### config.mk
export PLATFORM = sky130hd
export DESIGN_NAME = cpg3_front
export DESIGN_NICKNAME = d
export VERILOG_FILES = /design/src/sv/cpg3_pkg.sv /design/src/sv/cpg3_front.sv
export SDC_FILE = /design/constraint.sdc
export NUM_CORES = 1
export LEC_CHECK = 0
export BUFFER_PORTS_ARGS = -buffer_cell sky130_fd_sc_hd__buf_4
export CORE_MARGIN = 5
export CORE_UTILIZATION = 49
export CTS_BUF_LIST = sky130_fd_sc_hd__clkbuf_2
export DETAILED_ROUTE_END_ITERATION = 8
export PLACE_DENSITY = 0.83
export SYNTH_ARGS = -nofsm -noshare
export SYNTH_HDL_FRONTEND = slang
export SYNTH_SLANG_ARGS = --single-unit
### constraint.sdc
create_clock -name clock -period 1.52 [get_ports clock]
set_input_delay 0.152 -clock clock [delete_from_list [all_inputs] [get_ports clock]]
set_output_delay 0.152 -clock clock [all_outputs]
set_load 0.02 [all_outputs]
### src/sv/cpg3_pkg.sv
// Shared constants, types and helpers for the 3-D circle point generator.
`default_nettype none
package cpg3_pkg;

   localparam int ANGLE_STEPS  = 360;
   localparam int FRAC_BITS    = 16;
   localparam int ANGLE_W      = 9;
   localparam int XW           = 2 * ANGLE_W;
   localparam int CORDIC_STEPS = 30;
   localparam int CW           = 34;
   localparam int CSR_IDX_W    = 3;

   localparam logic [CSR_IDX_W-1:0] CSR_NORMAL_X = 3'd0;
   localparam logic [CSR_IDX_W-1:0] CSR_NORMAL_Y = 3'd1;
   localparam logic [CSR_IDX_W-1:0] CSR_NORMAL_Z = 3'd2;
   localparam logic [CSR_IDX_W-1:0] CSR_CENTER_X = 3'd3;
   localparam logic [CSR_IDX_W-1:0] CSR_CENTER_Y = 3'd4;
   localparam logic [CSR_IDX_W-1:0] CSR_CENTER_Z = 3'd5;
   localparam logic [CSR_IDX_W-1:0] CSR_RADIUS   = 3'd6;

   localparam logic signed [CW-1:0] CORDIC_GAIN = 34'sd652032874;
   localparam logic [31:0] HALF_PI_Q30 = 32'd1686629713;

   // phase = floor(a * 2^32 / ANGLE_STEPS), split into integer and fractional steps
   localparam logic [31:0] PHASE_INT   = 32'((64'd1 << 32) / ANGLE_STEPS);
   localparam logic [31:0] PHASE_REM   = 32'((64'd1 << 32) % ANGLE_STEPS);
   localparam logic [32:0] PHASE_RECIP = 33'((64'd1 << 32) / ANGLE_STEPS + 1);

   localparam logic [31:0] ATAN_Q30 [CORDIC_STEPS] = '{
      32'd843314857, 32'd497837829, 32'd263043837, 32'd133525159, 32'd67021687,
      32'd33543516, 32'd16775851, 32'd8388437, 32'd4194283, 32'd2097149,
      32'd1048576, 32'd524288, 32'd262144, 32'd131072, 32'd65536, 32'd32768,
      32'd16384, 32'd8192, 32'd4096, 32'd2048, 32'd1024, 32'd512, 32'd256,
      32'd128, 32'd64, 32'd32, 32'd16, 32'd8, 32'd4, 32'd2
   };

   typedef struct packed {
      logic                degen;
      logic signed [31:0]  ux;
      logic signed [31:0]  uy;
      logic signed [31:0]  vx;
      logic signed [31:0]  vy;
      logic signed [31:0]  vz;
      logic signed [31:0]  cen_x;
      logic signed [31:0]  cen_y;
      logic signed [31:0]  cen_z;
      logic signed [31:0]  radius;
   } basis_type;

   typedef struct packed {
      logic               valid;
      logic [ANGLE_W-1:0] step;
   } head_type;

   typedef struct packed {
      logic                valid;
      logic signed [CW-1:0] sn;
      logic signed [CW-1:0] cs;
   } trig_type;

   // Q30 product rounding: add half, arithmetic shift right by 30
   function automatic logic signed [37:0] round_q30(input logic signed [67:0] p);
      logic signed [67:0] s;
      s = p + 68'sd536870912;
      return 38'(s >>> 30);
   endfunction

endpackage
`default_nettype wire

### src/sv/cpg3_front.sv
// Input acceptance, angle wrap and the two-entry queue to the point pipeline.
`default_nettype none
module cpg3_front (
   input  logic                            clock,
   input  logic                            reset,
   input  logic                            req_valid,
   output logic                            req_ready,
   input  logic [cpg3_pkg::ANGLE_W-1:0]    req_angle_deg,
   input  logic                            basis_busy,
   input  logic                            pop,
   output cpg3_pkg::head_type              head
);
   import cpg3_pkg::*;

   logic [ANGLE_W-1:0] ent_ff [2];
   logic               wr_ptr_ff, rd_ptr_ff;
   logic [1:0]         cnt_ff;
   logic [ANGLE_W-1:0] wrapped;
   logic               push;

   assign wrapped   = (req_angle_deg >= ANGLE_W'(ANGLE_STEPS)) ?
                      (req_angle_deg - ANGLE_W'(ANGLE_STEPS)) : req_angle_deg;
   assign req_ready = !basis_busy && (cnt_ff != 2'd2);
   assign push      = req_valid && req_ready;

   always_ff @(posedge clock) begin
      if (push) begin
         ent_ff[wr_ptr_ff] <= wrapped;
      end
   end

   always_ff @(posedge clock) begin
      if (reset) begin
         wr_ptr_ff <= 1'b0;
         rd_ptr_ff <= 1'b0;
         cnt_ff    <= '0;
      end else begin
         if (push) begin
            wr_ptr_ff <= !wr_ptr_ff;
         end
         if (pop) begin
            rd_ptr_ff <= !rd_ptr_ff;
         end
         cnt_ff <= cnt_ff + 2'(push) - 2'(pop);
      end
   end

   assign head.valid = (cnt_ff != '0);
   assign head.step  = ent_ff[rd_ptr_ff];

endmodule
`default_nettype wire

# After elaboration in Yosys (flattened, before gate mapping)
# Memory sizes are Yosys's and may differ from the RTL's. A register that Yosys moved wholly into a read port is not among the register bits.
# Cells that the tools add are included.
# word_totals
elab_cells	20
rom_bits	0
mem_bits_rw	18
output_inout_bits	11
latchBits	0
inputBits	14
register_bits	4
n_memories	1
# memory_table
name	words	word_bits	rd	rd_clocked_by_memory_dff	write_ports	line	rtl
ent_ff	2	9	1	1	1	cpg3_front.sv:15	logic [ANGLE_W-1:0] ent_ff [2];
# classes
mul	0
mux	5
n_div	0
bitwise_logic	0
order_cmp	1
shift	0
reduce_logical	6
add_sub_neg	3
n_eq_ne	1
# ops
op	count
9-bit greater-or-equal comparator (second input constant)	1
9-bit two-way mux	1
9-bit subtractor (second input constant)	1
1-bit two-way mux	4
1-bit zero test	3
2-bit by 1-bit adder with 2-bit output	1
1-bit logical AND	2
2-bit != test (second input constant)	1
2-bit nonzero test	1
2-bit by 1-bit subtractor with 2-bit output	1

# Depth between registers and ports, before layout
# Gate-level depths: netlist of the first run.
# depth
word_depth	5
mapped_depth	8
ltp_nobuf	8

# Worst setup path after synthesis of the first run
# Ideal clock, no wire load.
# synth_timing
kind	register -> register
start	register cnt_ff[1]
end	register cnt_ff[1]
path_slack_ns	-0.031
required_time_ns	1.405
n_path_buf	0
path_stages_with_launch	9
setup_ns	0.115
t_arrival_ns	1.437
synth_period_minus_slack_ns	1.551
path_cell_list	dfxtp_1 inv_2 o211ai_1 ha_1 inv_1 ha_1 xnor2_1 xnor2_1 nor2_1
# synth_via
elab_chain_cells	5
# synth_rtl
element	line	rtl
start: declaration	cpg3_front.sv:17	logic [1:0] cnt_ff;
start signal: assignment	cpg3_front.sv:44	cnt_ff <= cnt_ff + 2'(push) - 2'(pop);
2-bit != test	cpg3_front.sv:23	assign req_ready = !basis_busy && (cnt_ff != 2'd2);
1-bit logical AND	cpg3_front.sv:23	
1-bit logical AND	cpg3_front.sv:24	assign push = req_valid && req_ready;
2-bit by 1-bit adder with 2-bit output *	cpg3_front.sv:44	
2-bit by 1-bit subtractor with 2-bit output *	cpg3_front.sv:44	
# Mark *: on every way between the ends. The rest lies on a longest branch, timed or not.
# A chain may end at the register's enable or synchronous reset.

# Final worst setup path of the first run
# Ends and elaborated chain as after synthesis.

==> results of run 1 <==
## repair_timing
action                                  4_1_cts  5_1_grt
buffers inserted                              2        3
resized for setup                             3       13
endpoints found under the setup margin       29       25
hold buffers                                  4        0
pin swaps                                     1        1
endpoints found under the hold margin        11        0
## worst min-delay path, stage by stage
cell,delay (ns)
buf_4,0.09
xnor2_1,0.07
nor2_1,0.08
## metrics by stage
stage / instances / setup WS [ns] / total power [uW] / util, %
floorplan: 82 / -0.0149 / 967 / -
global placement: 134 / -0.0486 / 1100 / 63.7
detailed placement: 134 / -0.131 / 1120 / 63.7
CTS: 144 / -0.0981 / 1390 / 67.8
global route: 147 / -0.266 / 1510 / 70.8
finish: 147 / -0.165 / 1450 / 70.8
## layout by cell type (no fill, tap or decap), types with 2 or more instances in the layout
master         netlist  layout
buf_4                0      26
edfxtp_1            18      18
nand2_1              6       6
nor2_1               8       6
inv_1                5       5
buf_6                0       5
nor2b_1              4       4
mux2_1               8       4
mux2_4               0       4
xnor2_1              4       4
dlygate4sd3_1        0       4
a21oi_1              3       3
o21ai_0              3       3
ha_1                 3       3
clkbuf_2             0       3
dfxtp_1              5       3
inv_2                2       2
nor2_2               0       2
## sequential cells by signal, summed over array words and instances (netlist names), named ones only
signal     cells
wr_ptr_ff      1
cnt_ff         2
ent_ff        18
rd_ptr_ff      1
## area by class of cell
class,instances,area (um2),area share [%]
clock buffers,3,15.0,1.05
inverters,7,26.3,1.84
well taps,27,33.8,2.36
flip-flops and latches,23,646,45.1
repair buffers,35,292,20.4
clock inverters,1,7.51,0.524
multi-input cells,51,412,28.8
## logic make-up after synthesis
family / after synthesis / share of synthesized area, %
AO/OA/AOI/OAI: 14 / 9.19
XOR/XNOR: 4 / 3.30
AND/OR/NAND/NOR: 20 / 10.4
multiplexers: 10 / 10.5
buffers and inverters: 8 / 2.83
adder cells (fa/ha/maj): 3 / 3.53
flip-flops: 23 / 60.3
## per-layer routing
metal	routed length [um]	up-vias	part of all wire, %	global-route usage, %
met1	906	366	37	15.8
li1	-	372	-	-
met3	117	9	4.8	3.21
met5	0	-	0	0
met4	93	0	3.8	8.14
met2	1300	29	54	26.1
## report_power, final
part,switching [uW],internal (uW),total (uW)
sequential,27.0,737,764
combinational,211,212,424
clock,196,61.1,257
total,435,1010,1450
## how the worst max path moves through the flow
stage / startpoint / to / slack (ns)
2_1_floorplan: cnt_ff[1] / cnt_ff[1] / -0.01
3_3_place_gp: cnt_ff[1] / cnt_ff[1] / -0.05
3_5_place_dp: cnt_ff[1] / cnt_ff[1] / -0.13
4_1_cts: cnt_ff[1] / cnt_ff[1] / -0.1
5_1_grt: cnt_ff[1] / cnt_ff[1] / -0.27
6_report: cnt_ff[1] / cnt_ff[1] / -0.17
==> results.json, run 1 <==
{
  "status": "complete, but fails checks",
  "violations": "setup timing",
  "critPathMaxFanout": 3,
  "postSynthCellCount": 82,
  "ios": 25,
  "die-area_um2": 3200,
  "clock_path_buffers": 2,
  "crit_path_start_kind": "register",
  "tightestPinTransition_ns": 0.489,
  "grt_usage_pct": 14.6,
  "grt_pass1_vias": 770,
  "yosysTopAreaCellShare_pct": 50.9,
  "die_w_um": 56.6,
  "ir_drop_uv": 536,
  "syn_to_final_growth_pct": 34.7,
  "detail-route-antenna-nets": 0,
  "synth.cell_area_um2": 1060,
  "drt_first_pass_iters": 4,
  "grt_start_max_net_pins": 15,
  "final_cell_area_um2": 1430,
  "cp_cell_sequence": "inv_2, o211ai_1, ha_1, inv_1, ha_1, xnor2_1, xnor2_1, nor2_1",
  "drive_gt1_share_pct": 40.8,
  "cts-root-buf": "clkbuf_2",
  "worst_slack_ns": -0.165,
  "clock_skew_ns": 0.0110,
  "hold-path-cell-count": 3,
  "synth.area.top_cells": "edfxtp_1, dfxtp_1, mux2_1",
  "hold_start": "pop",
  "crit_slowest_cell": "dfxtp_2",
  "layout_min_cycle_time_ns": 1.69,
  "rsz0062_at_grt": "yes",
  "nets": 138,
  "required_ns": 1.80,
  "numCtsBuffers": 3,
  "syn_nets": 99,
  "drc": 0,
  "clock.fmax_mhz": 593,
  "yosysSeqAreaShare_pct": 60.3,
  "post_dp_cell_area_um2": 1290,
  "clk_latency_ns": 0.35,
  "maxSlewHeadroom_pct": 67.4,
  "htree_levels": 1,
  "reg2reg_slack_ns": -0.17,
  "powerDensity_nw_per_um2": 1010,
  "routed_wl_um": 2420,
  "hold_path.class": "in -> reg",
  "yosysMostFrequentCell": "edfxtp_1",
  "diodes": 0,
  "dpl.hpwl_um": 1520,
  "leakage_uw": 0.000582,
  "globalplace.congestion": 0.835,
  "n_fill_cell": 140,
  "overflow": 0,
  "r2r_start": "cnt_ff[1]",
  "synth-edff-count": 18,
  "synth-seq-cells": 23,
  "crit_arrival_ns": 1.97,
  "drv_slew": 0,
  "grt_pass1_wl_um": 3570,
  "finalSetupViolations": 6,
  "critPathKind": "reg -> reg",
  "cpPeakStageDelay_ns": 0.39,
  "cp-end-kind": "register",
  "clkTransAtPathRegs_ns": 0.23,
  "drt-initial-drc-count": 14,
  "core-area_um2": 2020,
  "tritoncts": "done",
  "routedWlPerCell_um": 16.5,
  "fin_crit_sh_pct": 111,
  "io_buffers": 24,
  "yosysWarnings": 0,
  "critPathBufInv": 2,
  "initial_core_util_pct": 52.5,
  "maxCapViolations": 0,
  "clkSinkCount": 23,
  "dominantRegCellSynth": "edfxtp_1",
  "r2r_cells": 8,
  "crit_family": "adder cells",
  "vias_per_cell": 5.28,
  "synth_cell_types": 25,
  "hold_viol": 0,
  "whs_ns": 0.0500,
  "num_rows": 16,
  "synthTopCellsByCount": "edfxtp_1, mux2_1, nor2_1, nand2_1",
  "antenna_found_initial": 0,
  "setup_tns_ns": -0.233,
  "synthArstFlopShare_pct": 0,
  "postSynthAreaPerCell_um2": 13.0,
  "synth_area_leader_cell": "edfxtp_1",
  "cp.depth": 8,
  "reg2reg_to": "cnt_ff[1]",
  "die_height_um": 56.6,
  "vias": 776
}
Note: power is estimated with default switching activity, not from simulation.
==> inputs of run 2 (changes only) <==
- ABC_AREA: not set -> 1
- PLACE_DENSITY: 0.83 -> 0.82
==> run 2 against run 1 <==
- the run still ends with setup timing left
- worst setup slack gained 0.13 ns
- sequential power shrank 1%
- clock skew shrank 0.0011 ns
- synthesized cell count grew 34%
- clock power shrank 9.7%
- wire length shrank 4.0%
- non-clock buffer count grew 1
- fmax grew 8.1%
- power shrank 4.9%
- area after synthesis grew 4.4%
- via count grew 12%
- sequential cell count is the same
- critical path type unchanged
- largest cell class unchanged
==> results.json, run 2 <==
{
  "maxSlewHeadroom_pct": 86.2,
  "synth_compound_area_share_pct": 1.81,
  "pwr-share-comb_pct": 28.2,
  "synth-seq-cells": 23,
  "vias": 867,
  "drc": 0,
  "ios": 25,
  "htree_levels": 1,
  "largestRegisters": "ent_ff x18, cnt_ff x2",
  "num_rows": 17,
  "post_dp_cell_area_um2": 1370,
  "initial_core_util_pct": 50.6,
  "power.share.clock_pct": 16.9,
  "grt_usage_pct": 15.7,
  "drt_first_pass_iters": 4,
  "die-area_um2": 3310,
  "die_height_um": 57.6,
  "powerDensity_nw_per_um2": 912,
  "power.switching_uw": 382,
  "numCtsBuffers": 3,
  "dp.cells": 163,
  "hold_viol": 0,
  "drt-initial-drc-count": 20,
  "layout_common_cells": "buf_4, nand2_1, edfxtp_1, inv_1, nand3_1",
  "tightestPinTransition_ns": 0.205,
  "nets": 166,
  "clk_latency_ns": 0.31,
  "synthArstFlopShare_pct": 0,
  "routedWlPerCell_um": 13.2,
  "rsz0062_at_grt": "yes",
  "dp_slack_ns": -0.0349,
  "antenna_found_initial": 0,
  "yosysSeqAreaShare_pct": 57.8,
  "final_cell_area_um2": 1510,
  "clkSinkCount": 23,
  "synth.cell_area_um2": 1110,
  "power_frac_seq_pct": 54.9,
  "drive_gt1_share_pct": 39.2,
  "drv_slew": 0,
  "synth_top_family_by_area": "simple AND/OR/NAND/NOR gates",
  "hold-path-cell-count": 3,
  "synthTopCellsByCount": "nand2_1, edfxtp_1, inv_1, nand3_1, nor2_1",
  "tritoncts": "done",
  "status": "complete, but fails checks",
  "synth-simple-area-share_pct": 18.5,
  "syn_nets": 127,
  "layout_min_cycle_time_ns": 1.56,
  "hold_start": "pop",
  "synth_area_leader_cell": "edfxtp_1",
  "fin_crit_sh_pct": 103,
  "routed_wl_um": 2330,
  "clock_path_buffers": 2,
  "total_power_uw": 1370,
  "grt_pass1_vias": 912,
  "grt_start_max_net_pins": 13,
  "regArea_um2": 646,
  "synth_xor_area_share_pct": 2.37,
  "p_sw_share_pct": 27.8,
  "io_buffers": 24,
  "finalSetupViolations": 10,
  "synth_adder_area_share_pct": 3.39,
  "highest_layer": "met4",
  "dominantRegCellSynth": "edfxtp_1",
  "cp-end-kind": "register",
  "crit_arrival_ns": 1.62,
  "multiInputGateArea_um2": 444,
  "synth_cell_types": 15,
  "grt_pass1_wl_um": 3860,
  "syn_to_final_growth_pct": 35.9,
  "clock_skew_ns": 0.00985,
  "crit_path_start_kind": "register",
  "diodes": 0,
  "fin_cells": 176,
  "globalplace.congestion": 0.894,
  "maxCapViolations": 0,
  "postSynthCellCount": 110,
  "yosysMostFrequentCell": "nand2_1",
  "startpoint": "cnt_ff[0]",
  "met2_length_um": 1290,
  "r2r_start": "cnt_ff[0]",
  "synth_mux_area_share_pct": 9.14,
  "r2r_cells": 8,
  "clkTransAtPathRegs_ns": 0.19,
  "worst_slack_ns": -0.0394,
  "p_int_uw": 991,
  "overflow": 0,
  "critPathKind": "reg -> reg",
  "cts-root-buf": "clkbuf_2",
  "wl_met1_um": 877,
  "hold_path.class": "in -> reg",
  "violations": "setup timing",
  "detail-route-antenna-nets": 0,
  "n_fill_cell": 156,
  "clock.fmax_mhz": 641,
  "die_w_um": 57.6,
  "yosysTopAreaCellShare_pct": 48.8,
  "required_ns": 1.58,
  "yosysWarnings": 0,
  "route.met3.wl_um": 119,
  "dpl.hpwl_um": 1670,
  "core-area_um2": 2190,
  "final_common_cell": "buf_4",
  "ir_drop_uv": 488,
  "synth.area.top_cells": "edfxtp_1, mux2_2, dfxtp_1",
  "largest_reg_flops": 18,
  "critPathMaxFanout": 5,
  "leakage_uw": 0.000668,
  "vias_per_cell": 4.93,
  "top_register": "ent_ff",
  "setup_tns_ns": -0.248,
  "synth-edff-count": 18,
  "postSynthAreaPerCell_um2": 10.1
}
-- run 2: cell types whose count changed in the layout (fill, tap and decap cells not counted), moves of 4 or more --
cell	change
mux2_1	-4
mux2_2	+8
buf_4	+4
nor2b_1	-4
nand2_1	+15
inv_1	+10
nand3_1	+13
mux2_4	-4
-- run 2: final timing paths --
| path | to | slack [ns] |
|---|---|---|
| setup / recovery | ent_ff[0][5] | -0.04 |
| hold / removal | register | 0.13 |
| setup reg to reg | ent_ff[0][5] | -0.04 |
| hold reg to reg | register | 0.55 |
-- run 2: final cells by class --
type / instances / share of cell area (%)
Clock buffer: 4 / 1.33
Inverter: 18 / 4.90
Multi-Input combinational cell: 67 / 29.5
Sequential cell: 23 / 42.9
Tap cell: 28 / 2.33
Timing Repair Buffer: 36 / 19.1
-- run 2: cell families (layout without fill, tap and decap cells) --
logic type	Yosys count	after routing
AND/OR/NAND/NOR	48	48
flip-flops	23	23
buffers and inverters	20	58
multiplexers	9	9
AO/OA/AOI/OAI	4	4
adder cells (fa/ha/maj)	3	3
XOR/XNOR	3	3
-- run 2: per-stage QoR --
stage	hold slack, ns	util [%]
3_3_place_gp	0.344	62.7
2_1_floorplan	0.216	-
3_5_place_dp	0.350	62.7
5_1_grt	0.121	68.8
6_report	0.127	68.8
4_1_cts	0.0102	67.3
-- run 2: what timing repair did --
| item | CTS | global route |
|---|---|---|
| pin swaps | 7 | 2 |
| setup endpoints to repair | 10 | 23 |
| setup buffers | 4 | 0 |
| gates cloned | 1 | 0 |
| hold buffers | 3 | 1 |
| resized for setup | 6 | 6 |
| endpoints found under the hold margin | 8 | 2 |
-- run 2: layer usage --
metal | vias to the layer above | track usage [%]
li1 | 436 | -
met1 | 400 | 16.1
met2 | 27 | 29.8
met3 | 4 | 2.04
met4 | 0 | 8.94
met5 | - | 0
-- run 2: power groups by stage --
stage	combinational, uW	clock (uW)	sequential (uW)
CTS	373	240	753
global route	427	273	758
floorplan	212	0	753
finish	388	232	753
global placement	320	0	763
detailed placement	336	0	766
-- run 2: worst max-delay path, cell delays in order (launching register included) --
cell	delay, ns
dfxtp_2	0.38
inv_2	0.05
a21oi_4	0.14
nand2_2	0.10
buf_4	0.14
buf_4	0.12
buf_4	0.14
nor2_4	0.11
buf_6	0.14
